### src/rtl/core/dlts_pkg.sv
// Shared types and constants for the delta-list task scheduler.
// No dependencies; compiled first.
`default_nettype none

package dlts_pkg;

  localparam int TASK_SLOTS_DEF = 8;
  localparam int OP_W    = 2;
  localparam int TASK_W  = 8;
  localparam int DELTA_W = 16;
  localparam int PER_W   = 8;
  localparam int PEND_W  = 8;

  typedef enum logic [OP_W-1:0] {
    OP_TICK     = 2'd0,
    OP_ADD      = 2'd1,
    OP_DISPATCH = 2'd2
  } op_t;

  typedef enum logic [2:0] {
    S_IDLE,
    S_EXEC,
    S_WALK,
    S_INSERT,
    S_RESP
  } state_t;

  // controller -> datapath
  typedef struct packed {
    logic load;      // latch the accepted item
    logic tick;      // age the head slot
    logic full;      // flag dropped add
    logic fire;      // report and remove the head
    logic step;      // walk past one slot
    logic adjust;    // reduce the delta of the slot at the insertion point
    logic insert;    // shift up and write the new slot
    logic out_load;  // move result into the output register
  } dp_cmd_t;

  // datapath -> controller
  typedef struct packed {
    logic [OP_W-1:0] op;
    logic            full;
    logic            head_due;
    logic            per_nz;
    logic            walk_stop;
  } dp_stat_t;

endpackage

`default_nettype wire

### src/rtl/core/dlts_if.sv
// Valid/ready channel interfaces for the scheduler's item and result streams.
// Depends on dlts_pkg for field widths.
`default_nettype none

interface dlts_in_if
  import dlts_pkg::*;
  ();
  logic               valid;
  logic               ready;
  logic [OP_W-1:0]    opcode;
  logic [TASK_W-1:0]  task_id;
  logic [DELTA_W-1:0] first_delay;
  logic [PER_W-1:0]   period;

  modport source (output valid, opcode, task_id, first_delay, period, input ready);
  modport sink   (input valid, opcode, task_id, first_delay, period, output ready);
endinterface

interface dlts_out_if
  import dlts_pkg::*;
  ();
  logic              valid;
  logic              ready;
  logic              fired;
  logic [TASK_W-1:0] fired_task;
  logic              status;

  modport source (output valid, fired, fired_task, status, input ready);
  modport sink   (input valid, fired, fired_task, status, output ready);
endinterface

`default_nettype wire

### src/rtl/core/dlts_ctrl.sv
// Sequencing FSM of the scheduler: accept, execute, walk, insert, respond.
// Depends on dlts_pkg; drives dlts_dp through dp_cmd_t.
`default_nettype none

module dlts_ctrl
  import dlts_pkg::*;
(
  input  wire logic     clk,
  input  wire logic     rst_n,
  input  wire logic     in_valid,
  output logic          in_ready,
  output logic          out_valid,
  input  wire logic     out_ready,
  input  wire dp_stat_t stat,
  output dp_cmd_t       cmd
);

  state_t state_r, state_nxt;
  logic   out_valid_r, out_valid_nxt;
  logic   out_free;

  assign out_free  = !out_valid_r || out_ready;
  assign in_ready  = (state_r == S_IDLE);
  assign out_valid = out_valid_r;

  // next state
  always_comb begin
    state_nxt = state_r;
    case (state_r)
      S_IDLE:   if (in_valid) state_nxt = S_EXEC;
      S_EXEC: begin
        case (stat.op)
          OP_ADD:      state_nxt = stat.full ? S_RESP : S_WALK;
          OP_DISPATCH: state_nxt = (stat.head_due && stat.per_nz) ? S_WALK : S_RESP;
          default:     state_nxt = S_RESP;
        endcase
      end
      S_WALK:   if (stat.walk_stop) state_nxt = S_INSERT;
      S_INSERT: state_nxt = S_RESP;
      S_RESP:   if (out_free) state_nxt = S_IDLE;
      default:  state_nxt = S_IDLE;
    endcase
  end

  // outputs
  always_comb begin
    cmd = '0;
    case (state_r)
      S_IDLE:   cmd.load = in_valid;
      S_EXEC: begin
        cmd.tick = (stat.op == OP_TICK);
        cmd.full = (stat.op == OP_ADD) && stat.full;
        cmd.fire = (stat.op == OP_DISPATCH) && stat.head_due;
      end
      S_WALK: begin
        cmd.step   = !stat.walk_stop;
        cmd.adjust = stat.walk_stop;
      end
      S_INSERT: cmd.insert   = 1'b1;
      S_RESP:   cmd.out_load = out_free;
      default:  cmd = '0;
    endcase
  end

  always_comb begin
    out_valid_nxt = out_valid_r;
    if (cmd.out_load)  out_valid_nxt = 1'b1;
    else if (out_ready) out_valid_nxt = 1'b0;
  end

  always_ff @(posedge clk) begin
    if (!rst_n) begin
      state_r     <= S_IDLE;
      out_valid_r <= 1'b0;
    end else begin
      state_r     <= state_nxt;
      out_valid_r <= out_valid_nxt;
    end
  end

  a_accept_exec: assert property (@(posedge clk) disable iff (!rst_n)
    (in_valid && in_ready) |=> (state_r == S_EXEC))
    else $error("accepted item did not enter execute");

  a_insert_resp: assert property (@(posedge clk) disable iff (!rst_n)
    (state_r == S_INSERT) |=> (state_r == S_RESP))
    else $error("insert not followed by response");

  a_resp_free: assert property (@(posedge clk) disable iff (!rst_n)
    (state_r == S_RESP && !out_valid_r) |=> (out_valid_r && state_r == S_IDLE))
    else $error("result not delivered to free output register");

endmodule

`default_nettype wire

### src/rtl/core/dlts_dp.sv
// Slot table, walk registers and result registers of the scheduler.
// Depends on dlts_pkg; commanded by dlts_ctrl.
`default_nettype none

module dlts_dp
  import dlts_pkg::*;
#(
  parameter int TASK_SLOTS = TASK_SLOTS_DEF
) (
  input  wire logic               clk,
  input  wire logic               rst_n,
  input  wire dp_cmd_t            cmd,
  output dp_stat_t                stat,
  input  wire logic [OP_W-1:0]    in_opcode,
  input  wire logic [TASK_W-1:0]  in_task_id,
  input  wire logic [DELTA_W-1:0] in_first_delay,
  input  wire logic [PER_W-1:0]   in_period,
  output logic                    out_fired,
  output logic [TASK_W-1:0]       out_fired_task,
  output logic                    out_status
);

  localparam int IDX_W = (TASK_SLOTS > 1) ? $clog2(TASK_SLOTS) : 1;
  localparam int CNT_W = $clog2(TASK_SLOTS + 1);
  localparam logic [CNT_W-1:0] FULL_CNT = CNT_W'(TASK_SLOTS);

  logic [TASK_W-1:0]  slot_task_r   [TASK_SLOTS];
  logic [DELTA_W-1:0] slot_delta_r  [TASK_SLOTS];
  logic [PER_W-1:0]   slot_period_r [TASK_SLOTS];
  logic [PEND_W-1:0]  slot_pend_r   [TASK_SLOTS];

  logic [CNT_W-1:0]   cnt_r;      // used slots sit at indices below cnt_r
  logic [CNT_W-1:0]   idx_r;      // walk position, insertion point at stop
  logic [OP_W-1:0]    op_r;
  logic [TASK_W-1:0]  id_r;
  logic [DELTA_W-1:0] rest_r;     // delay left after the slots walked past
  logic [PER_W-1:0]   per_r;
  logic               res_fired_r;
  logic [TASK_W-1:0]  res_task_r;
  logic               res_status_r;
  logic               out_fired_r;
  logic [TASK_W-1:0]  out_task_r;
  logic               out_status_r;

  logic [IDX_W-1:0]   idx_sel;
  logic               idx_in_use;
  logic [DELTA_W-1:0] walk_delta;

  assign idx_sel    = idx_r[IDX_W-1:0];
  assign idx_in_use = (idx_r < cnt_r);
  assign walk_delta = slot_delta_r[idx_sel];

  assign stat.op        = op_r;
  assign stat.full      = (cnt_r == FULL_CNT);
  assign stat.head_due  = (cnt_r != '0) && (slot_pend_r[0] != '0);
  assign stat.per_nz    = (slot_period_r[0] != '0);
  assign stat.walk_stop = !(idx_in_use && (walk_delta <= rest_r));

  // item and walk registers
  always_ff @(posedge clk) begin
    if (cmd.load) begin
      op_r         <= in_opcode;
      id_r         <= in_task_id;
      rest_r       <= in_first_delay;
      per_r        <= in_period;
      idx_r        <= '0;
      res_fired_r  <= 1'b0;
      res_task_r   <= '0;
      res_status_r <= 1'b0;
    end
    if (cmd.full) res_status_r <= 1'b1;
    if (cmd.fire) begin
      // head leaves; a periodic task walks back in with its period as delay
      res_fired_r <= 1'b1;
      res_task_r  <= slot_task_r[0];
      id_r        <= slot_task_r[0];
      per_r       <= slot_period_r[0];
      rest_r      <= DELTA_W'(slot_period_r[0]);
      idx_r       <= '0;
    end
    if (cmd.step) begin
      rest_r <= rest_r - walk_delta;
      idx_r  <= idx_r + CNT_W'(1);
    end
    if (cmd.out_load) begin
      out_fired_r  <= res_fired_r;
      out_task_r   <= res_task_r;
      out_status_r <= res_status_r;
    end
  end

  always_ff @(posedge clk) begin
    if (!rst_n) begin
      cnt_r <= '0;
    end else if (cmd.fire) begin
      cnt_r <= cnt_r - CNT_W'(1);
    end else if (cmd.insert) begin
      cnt_r <= cnt_r + CNT_W'(1);
    end
  end

  // one register set per slot; neighbors feed the shifts
  for (genvar i = 0; i < TASK_SLOTS; i++) begin : g_slot
    localparam logic [CNT_W-1:0] I_C = CNT_W'(i);

    always_ff @(posedge clk) begin
      if (cmd.tick && i == 0 && cnt_r != '0) begin
        if (slot_delta_r[i] == '0) begin
          if (slot_pend_r[i] != '1) slot_pend_r[i] <= slot_pend_r[i] + PEND_W'(1);
        end else begin
          slot_delta_r[i] <= slot_delta_r[i] - DELTA_W'(1);
        end
      end
      if (cmd.fire) begin
        if (i < TASK_SLOTS - 1) begin
          slot_task_r[i]   <= slot_task_r[(i + 1) % TASK_SLOTS];
          slot_delta_r[i]  <= slot_delta_r[(i + 1) % TASK_SLOTS];
          slot_period_r[i] <= slot_period_r[(i + 1) % TASK_SLOTS];
          slot_pend_r[i]   <= slot_pend_r[(i + 1) % TASK_SLOTS];
        end
      end
      if (cmd.adjust && idx_r == I_C && idx_in_use)
        slot_delta_r[i] <= slot_delta_r[i] - rest_r;
      if (cmd.insert) begin
        if (idx_r == I_C) begin
          slot_task_r[i]   <= id_r;
          slot_delta_r[i]  <= rest_r;
          slot_period_r[i] <= per_r;
          slot_pend_r[i]   <= '0;
        end else if (i > 0 && idx_r < I_C && I_C <= cnt_r) begin
          slot_task_r[i]   <= slot_task_r[(i + TASK_SLOTS - 1) % TASK_SLOTS];
          slot_delta_r[i]  <= slot_delta_r[(i + TASK_SLOTS - 1) % TASK_SLOTS];
          slot_period_r[i] <= slot_period_r[(i + TASK_SLOTS - 1) % TASK_SLOTS];
          slot_pend_r[i]   <= slot_pend_r[(i + TASK_SLOTS - 1) % TASK_SLOTS];
        end
      end
    end
  end

  assign out_fired      = out_fired_r;
  assign out_fired_task = out_task_r;
  assign out_status     = out_status_r;

  a_cnt_bound: assert property (@(posedge clk) disable iff (!rst_n)
    cnt_r <= FULL_CNT)
    else $error("slot count above table size");

  a_insert_room: assert property (@(posedge clk) disable iff (!rst_n)
    cmd.insert |-> (cnt_r < FULL_CNT && idx_r <= cnt_r))
    else $error("insert into full table or past the end");

endmodule

`default_nettype wire

### src/rtl/core/delta_list_task_scheduler_unit.sv
// Delta-list task scheduler: one result item per input item (tick, add, dispatch).
// Depends on dlts_pkg, dlts_if, dlts_ctrl and dlts_dp.
`default_nettype none

// Timer queue of TASK_SLOTS slots kept sorted by due time, each slot holding
// its delay relative to the slot before it. A tick, a dispatch that re-adds
// nothing or an add dropped on a full table goes from accept through execute
// to respond; an add or a periodic re-add also walks past the slots before the
// insertion point (at most TASK_SLOTS - 1, since one slot is always free for
// the insert) and then inserts, the walk reading one slot delta per cycle
// through a single subtract and compare. A new item is accepted only once the
// previous one has finished; its result may still sit in the output register.
// A result held in the output register stalls the next item's response.
// Every item gives one result: fired and fired_task for a dispatch that found
// a due head task, status 1 for an add dropped on a full table. After reset
// the table is empty.
module delta_list_task_scheduler_unit
  import dlts_pkg::*;
#(
  parameter int TASK_SLOTS = TASK_SLOTS_DEF
) (
  input wire logic   clk,
  input wire logic   rst_n,
  dlts_in_if.sink    in_ch,
  dlts_out_if.source out_ch
);

  dp_cmd_t  cmd;   // sequencing commands
  dp_stat_t stat;  // table and walk status

  dlts_ctrl u_ctrl (
    .clk       (clk),
    .rst_n     (rst_n),
    .in_valid  (in_ch.valid),
    .in_ready  (in_ch.ready),
    .out_valid (out_ch.valid),
    .out_ready (out_ch.ready),
    .stat      (stat),
    .cmd       (cmd)
  );

  dlts_dp #(
    .TASK_SLOTS (TASK_SLOTS)
  ) u_dp (
    .clk            (clk),
    .rst_n          (rst_n),
    .cmd            (cmd),
    .stat           (stat),
    .in_opcode      (in_ch.opcode),
    .in_task_id     (in_ch.task_id),
    .in_first_delay (in_ch.first_delay),
    .in_period      (in_ch.period),
    .out_fired      (out_ch.fired),
    .out_fired_task (out_ch.fired_task),
    .out_status     (out_ch.status)
  );

endmodule

`default_nettype wire
### src/flat_wrapper.sv
// flat-port wrapper written by rule: the top's interface ports become plain ports
module delta_list_task_scheduler_unit_flat import dlts_pkg::*;
#(
  parameter int TASK_SLOTS = TASK_SLOTS_DEF
)
  (clk, rst_n, in_ch_valid, in_ch_opcode, in_ch_task_id, in_ch_first_delay, in_ch_period, in_ch_ready, out_ch_valid, out_ch_fired, out_ch_fired_task, out_ch_status, out_ch_ready);
  dlts_in_if in_ch_i ();
  dlts_out_if out_ch_i ();
  input wire logic clk;
  input wire logic rst_n;
  input wire logic [$bits(in_ch_i.valid)-1:0] in_ch_valid;
  input wire logic [$bits(in_ch_i.opcode)-1:0] in_ch_opcode;
  input wire logic [$bits(in_ch_i.task_id)-1:0] in_ch_task_id;
  input wire logic [$bits(in_ch_i.first_delay)-1:0] in_ch_first_delay;
  input wire logic [$bits(in_ch_i.period)-1:0] in_ch_period;
  output wire logic [$bits(in_ch_i.ready)-1:0] in_ch_ready;
  output wire logic [$bits(out_ch_i.valid)-1:0] out_ch_valid;
  output wire logic [$bits(out_ch_i.fired)-1:0] out_ch_fired;
  output wire logic [$bits(out_ch_i.fired_task)-1:0] out_ch_fired_task;
  output wire logic [$bits(out_ch_i.status)-1:0] out_ch_status;
  input wire logic [$bits(out_ch_i.ready)-1:0] out_ch_ready;
  assign in_ch_i.valid = in_ch_valid;
  assign in_ch_i.opcode = in_ch_opcode;
  assign in_ch_i.task_id = in_ch_task_id;
  assign in_ch_i.first_delay = in_ch_first_delay;
  assign in_ch_i.period = in_ch_period;
  assign in_ch_ready = in_ch_i.ready;
  assign out_ch_valid = out_ch_i.valid;
  assign out_ch_fired = out_ch_i.fired;
  assign out_ch_fired_task = out_ch_i.fired_task;
  assign out_ch_status = out_ch_i.status;
  assign out_ch_i.ready = out_ch_ready;
  delta_list_task_scheduler_unit #(.TASK_SLOTS(TASK_SLOTS)) u_core (.clk(clk), .rst_n(rst_n), .in_ch(in_ch_i), .out_ch(out_ch_i));
endmodule
### config.mk
export PLATFORM = sky130hd
export DESIGN_NAME = delta_list_task_scheduler_unit_flat
export DESIGN_NICKNAME = d
export VERILOG_FILES = /design/src/rtl/core/dlts_pkg.sv /design/src/rtl/core/dlts_if.sv /design/src/rtl/core/dlts_ctrl.sv /design/src/rtl/core/dlts_dp.sv /design/src/rtl/core/delta_list_task_scheduler_unit.sv /design/src/flat_wrapper.sv
export SDC_FILE = /design/constraint.sdc
export NUM_CORES = 1
export LEC_CHECK = 0
export BUFFER_PORTS_ARGS = -buffer_cell sky130_fd_sc_hd__buf_2
export CAP_MARGIN = 40
export CORE_MARGIN = 1.5
export CORE_UTILIZATION = 55
export CTS_BUF_LIST = sky130_fd_sc_hd__clkbuf_8
export DETAILED_ROUTE_END_ITERATION = 10
export GPL_TIMING_DRIVEN = 0
export PLACE_DENSITY = 0.73
export SETUP_SLACK_MARGIN = 0.02
export SLEW_MARGIN = 20
export SYNTH_ARGS = -nofsm -noshare
export SYNTH_HDL_FRONTEND = slang
export SYNTH_SLANG_ARGS = --single-unit
### constraint.sdc
create_clock -name clk -period 6.6 [get_ports clk]
set_clock_uncertainty 0.15 [all_clocks]
set_input_delay 0.99 -clock clk [delete_from_list [all_inputs] [get_ports clk]]
set_output_delay 0.99 -clock clk [all_outputs]
set_load 0.005 [all_outputs]
* Word level (Yosys, flattened, before mapping) *
Memories as Yosys holds them, arrays and structs flattened. A register that Yosys moved wholly into a read port is not among the register bits.
Cells that the tools add are included.

word-level totals
  memory bits (writable) = 320
  input port bits = 38
  register bits after elaboration = 66
  memories kept = 4

operators by class
  multiplexer cells = 172
  bitwise gates (word level) = 66
  equal/unequal tests = 18
  $lt $le $gt $ge = 16
  reductions and logical operators = 44
  add/sub/neg operators = 14

memories
  memory                     depth  width  rd ports  clocked after Yosys merged registers in  wr ports  line           RTL
  u_core.u_dp.slot_delta_r   8      16     9         1                                        8         dlts_dp.sv:28  logic [DELTA_W-1:0] slot_delta_r [TASK_SLOTS];
  u_core.u_dp.slot_pend_r    8      8      8         0                                        8         dlts_dp.sv:30  logic [PEND_W-1:0] slot_pend_r [TASK_SLOTS];
  u_core.u_dp.slot_period_r  8      8      8         0                                        8         dlts_dp.sv:29  logic [PER_W-1:0] slot_period_r [TASK_SLOTS];
  u_core.u_dp.slot_task_r    8      8      8         0                                        8         dlts_dp.sv:27  logic [TASK_W-1:0] slot_task_r [TASK_SLOTS];

operators by type and width
  kind                                                 number
  2-to-1 mux 16 bit                                    26
  2-to-1 mux 8 bit                                     49
  subtractor 16 bit                                    9
  2-to-1 mux 1 bit                                     82
  OR 1 bit                                             66
  logical AND 1 bit                                    29
  2-to-1 mux 3 bit                                     7
  2-to-1 mux 4 bit                                     5
  == test 4 x 3 -> 1 bit (second input constant)       4
  <= comparator 16 bit                                 1
  <= comparator 3 x 4 -> 1 bit (first input constant)  4
  logical NOT 16 bit                                   1
  < comparator 4 x 3 -> 1 bit (second input constant)  4
  nonzero test 8 bit                                   2
  subtractor 16 x 1 -> 16 bit (second input constant)  1
  case mux 3 bit (5 select lines)                      1
  adder 4 x 1 -> 4 bit (second input constant)         2
  adder 8 x 1 -> 8 bit (second input constant)         1
  == test 4 x 2 -> 1 bit (second input constant)       2
  <= comparator 2 x 4 -> 1 bit (first input constant)  2
  < comparator 4 x 2 -> 1 bit (second input constant)  2
  != test 8 bit (second input constant)                1
  == test 3 x 2 -> 1 bit (second input constant)       2
  != test 2 bit (second input constant)                3
  other kinds (21)                                     24

* Logic depth before layout (Yosys ltp) *
  depth after elaboration = 11
  gate-level depth with buffers = 18

* Cells and area by module *
A second synthesis with hierarchy kept.

unflattened totals
  cell total of the unflattened synthesis = 2920
  area, all modules = 27050.9 um^2

modules (own cells, without submodules)
  module     times used  cells each  seq. area each (um^2)  area each (um^2)
  dlts_dp    1           2877        11471.0                26679.3
  dlts_ctrl  1           43          80.1                   371.6

* Worst setup path after synthesis *
Ideal clock, no wire load.

  path kind = flip-flop to flip-flop
  from = register (tool-made name)
  to = memory u_core.u_dp.slot_delta_r[7][0], enable pin
  setup slack = 1.723 ns
  setup time = 0.411 ns
  cell stages (with the launch flop) = 12
  data arrival time = 4.316 ns
  cell sequence = dfxtp_1 -> clkbuf_1 -> buf_1 -> mux4_2 -> mux2i_1 -> ha_1 -> a21o_1 -> a21o_1 -> a21o_1 -> nor2b_1 -> nand3_1 -> o21ai_0

RTL lines
  item       line
  to (decl)  dlts_dp.sv:28

==> flow_summary_export.csv <==
group,metric,value,unit
global_route,grt.total_usage,38.2,%
floorplan,floorplan_die_area,50000,um^2
critical_path,timing.critical_path.buf_inv,5,
route,drt_first_iter_violations,3221,
critical_path,cp.arrival,6480,ps
timing,rsz0062_at_grt,"false",
yosys,syn-num-nets,3076,
yosys,syn-cell-area,26800,um^2
finish,seq_cell_area,11600,um^2
critical_path,crit_chain,"clkbuf_1, buf_1, buf_6, mux4_2, mux2i_1, ha_1, nor2b_1, o21ai_0, a31oi_1, o21bai_1, buf_2, nand4_1, clkbuf_1, o211ai_1, o21ai_0, a21oi_1",
finish,post_layout_nets,3223,
floorplan,initial_utilization,56.0,%
critical_path,setup.worst_path.start_class,"register",
timing,hold_slack,261,ps
clock_network,cts_htree_levels,3,
global_route,grt_overflow_total,0,
finish,drive_gt1_share,8.90,%
route,num_vias,24400,
timing,fmax,164,MHz
power,static_leakage,0.0115,uW
clock_network,worst_setup_hold_path_clk_slew,60,ps
route,wl_per_cell,26.0,um
timing,timing.final.hold_violations,0,
yosys,synthesis.instances,2875,
global_route,global_route_wire_length_before_repair,142,mm
clock_network,cts_setup_buffers,0,
clock_network,clock-sinks,389,
route,route.final.wire_length,96.1,mm
critical_path,worst_path_largest_cell_delay,570,ps
yosys,synth_async_sr_flop_share,0,%
global_route,antenna_found_initial,2,
worst_hold_path,min_path_type,"register to register",
critical_path,path_class,"register to register",
yosys,ys_warn_count,0,
global_route,vias_in_the_first_global_route,23000,
floorplan,height_of_the_die,224,um
critical_path,crit_required,6970,ps
floorplan,core.rowCount,80,
yosys,synth.most_common_cell,"nand2_1",
place,place_congestion,1.03,
timing,headroom_to_the_max_slew_limit,37.7,%
timing,worst_pin_slew,934,ps
yosys,most_frequently_used_flop_master_after_synthesis,"edfxtp_1",
outcome,status,"finished clean",
place,instance_area_after_placement,28100,um^2
global_route,grt_start_max_net_pins,20,
floorplan,core,47800,um^2
critical_path,critPathSlowestCell,"mux4_2",
finish,multi_input_area,14200,um^2
yosys,yosys.area.top_type_share,42.2,%
clock_network,clk_root_buffer_cell,"clkbuf_8",
finish,nFillCells,4110,
power,power-per-cell-area,198,nW/um^2
finish,n_antenna_cell,0,
yosys,synthDistinctLibCells,80,
route,drc,0,
route,postRouteAntennaNets,0,
yosys,synth_enable_flop_cells,376,
finish,final_design_area_excluding_fillers,29500,um^2
clock_network,numCtsBuffers,73,
timing,layout_min_cycle_time,6100,ps
route,dr.pass1.iters,5,
place,port-buffer-count,49,
yosys,synth.area.top_cells,"edfxtp_1, nand2_1, ha_1, nor2_1, o21ai_0",
clock_network,hold_buffers,0,
timing,finalSetupViolations,0,
clock_network,cts_tree,"yes",
yosys,yosysSeqAreaShare,43.1,%
yosys,synth-seq-cells,389,
job,cap_violations,0,
critical_path,critical_path_peak_fanout,10,
timing,min_period_over_period,92.5,%
finish,synthToLayoutAreaGrowth,10.1,%
critical_path,critPathCaptureType,"register",
yosys,synthesis.area_per_instance,9.32,um^2
clock_network,worst_skew_pair.late_latency,690,ps
clock_network,clockBufferDepth,3,
timing,final_max_slew_viol_count,0,
route,routed_via_density,6.60,
floorplan,die_w,224,um
place,hpwl_after_detailed_placement,76.7,mm
clock_network,postCtsResizedCells,0,
critical_path,critical_path.top_delay_family,"buffers and inverters",
yosys,synthTopCellsByCount,"nand2_1, edfxtp_1, nor2_1, o21ai_0, ha_1",
power,ir_worst_vdd,150,uV
floorplan,io-pin-count,50,
yosys,synthDominantAreaCellType,"edfxtp_1",
## worst reg2reg max path: stages (launching register included)
cell,delay [ps]
dfxtp_1,300
clkbuf_1,440
buf_1,480
buf_6,230
mux4_2,580
mux2i_1,490
ha_1,380
nor2b_1,160
o21ai_0,290
a31oi_1,140
o21bai_1,370
buf_2,320
nand4_1,470
clkbuf_1,420
o211ai_1,370
o21ai_0,170
a21oi_1,190
## placed cells by master, fill, tap and decap left out, drive strengths merged, types with 29 or more instances in the layout
master  synthesis  routed
nand2         581     581
edfxtp        376     376
nor2          223     223
clkbuf        119     197
o21ai         172     172
ha            154     154
a21oi         147     147
buf            55     126
inv            74     108
a31oi          91      91
nand3          72      72
xnor2          69      69
nor3           69      69
xor2           56      56
a211oi         53      53
o211ai         47      47
mux2i          44      44
o22ai          38      38
a21o           37      37
nor2b          33      33
mux4           32      32
a22o           29      29
## registers in the layout, indices dropped and copies added, names as in the netlist, named ones only
name / flops
u_core.u_dp.per_r: 8
u_core.u_dp.id_r: 8
u_core.u_dp.slot_pend_r: 64
u_core.u_dp.res_fired_r: 1
u_core.u_dp.out_status: 1
u_core.u_ctrl.out_valid: 1
u_core.u_dp.out_fired_task: 8
u_core.u_ctrl.state_r: 3
u_core.u_dp.slot_period_r: 64
u_core.u_dp.slot_delta_r: 128
u_core.u_dp.op_r: 2
u_core.u_dp.res_task_r: 8
u_core.u_dp.cnt_r: 4
u_core.u_dp.out_fired: 1
u_core.u_dp.slot_task_r: 64
u_core.u_dp.res_status_r: 1
u_core.u_dp.rest_r: 16
u_core.u_dp.idx_r: 4
## final cells by class
| type | instances | area share, % |
|---|---|---|
| Clock inverter | 53 | 0.946 |
| Clock buffer | 77 | 3.59 |
| Multi-Input combinational cell | 2238 | 48.2 |
| Sequential cell | 389 | 39.2 |
| Timing Repair Buffer | 72 | 1.91 |
| Inverter | 74 | 0.942 |
| Tap cell | 615 | 2.61 |
| Buffer | 174 | 2.67 |
## power breakdown
part,internal (uW),leakage (uW),switching [uW],total (uW)
Sequential,2710,0.00345,46.8,2760
Combinational,317,0.00722,500,817
Clock,1130,0.000798,1130,2260
Total,4160,0.0115,1680,5840
## kinds of logic after synthesis
group,count (synthesis),synth area share (%)
buffers and inverters,248,3.98
xor gates and xnor gates,125,4.09
and+or+nand+nor,1124,18.4
muxes,76,4.34
DFF,389,43.1
adders and majority gates,163,7.87
AOI/OAI and AO/OA,750,18.2
## per-layer routing
metal | track usage (%) | routed length, um | part of all wire, %
met5 | 0 | 39 | 0.041
met2 | 57.0 | 41300 | 43
met3 | 8.60 | 12300 | 13
met4 | 19.7 | 4910 | 5.1
met1 | 52.2 | 37500 | 39
## metrics by stage
| stage | worst slack [ps] | util [%] | setup TNS (ps) | power (uW) | std cells |
|---|---|---|---|---|---|
| CTS | 432 | 61.5 | 0 | 5810 | 3685 |
| finish | 497 | 61.6 | 0 | 5840 | 3692 |
| global route | 281 | 61.6 | 0 | 5980 | 3692 |
| global placement | -579 | 58.1 | -9240 | 3560 | 3539 |
| detailed placement | 485 | 58.7 | 0 | 3590 | 3555 |
| floorplan | 1720 | - | 0 | 3340 | 2875 |
## final timing paths
check | startpoint | endpoint | slack [ps] | cells past startpoint
max | register | u_core.u_dp.slot_delta_r[6][8] | 500 | 16
min | u_core.u_dp.res_task_r[1] | u_core.u_dp.out_fired_task[1] | 260 | 0
min reg2reg | u_core.u_dp.res_task_r[1] | u_core.u_dp.out_fired_task[1] | 260 | 0
max reg2reg | register | u_core.u_dp.slot_delta_r[6][8] | 500 | 16
Power figures use the tool's default switching activity.
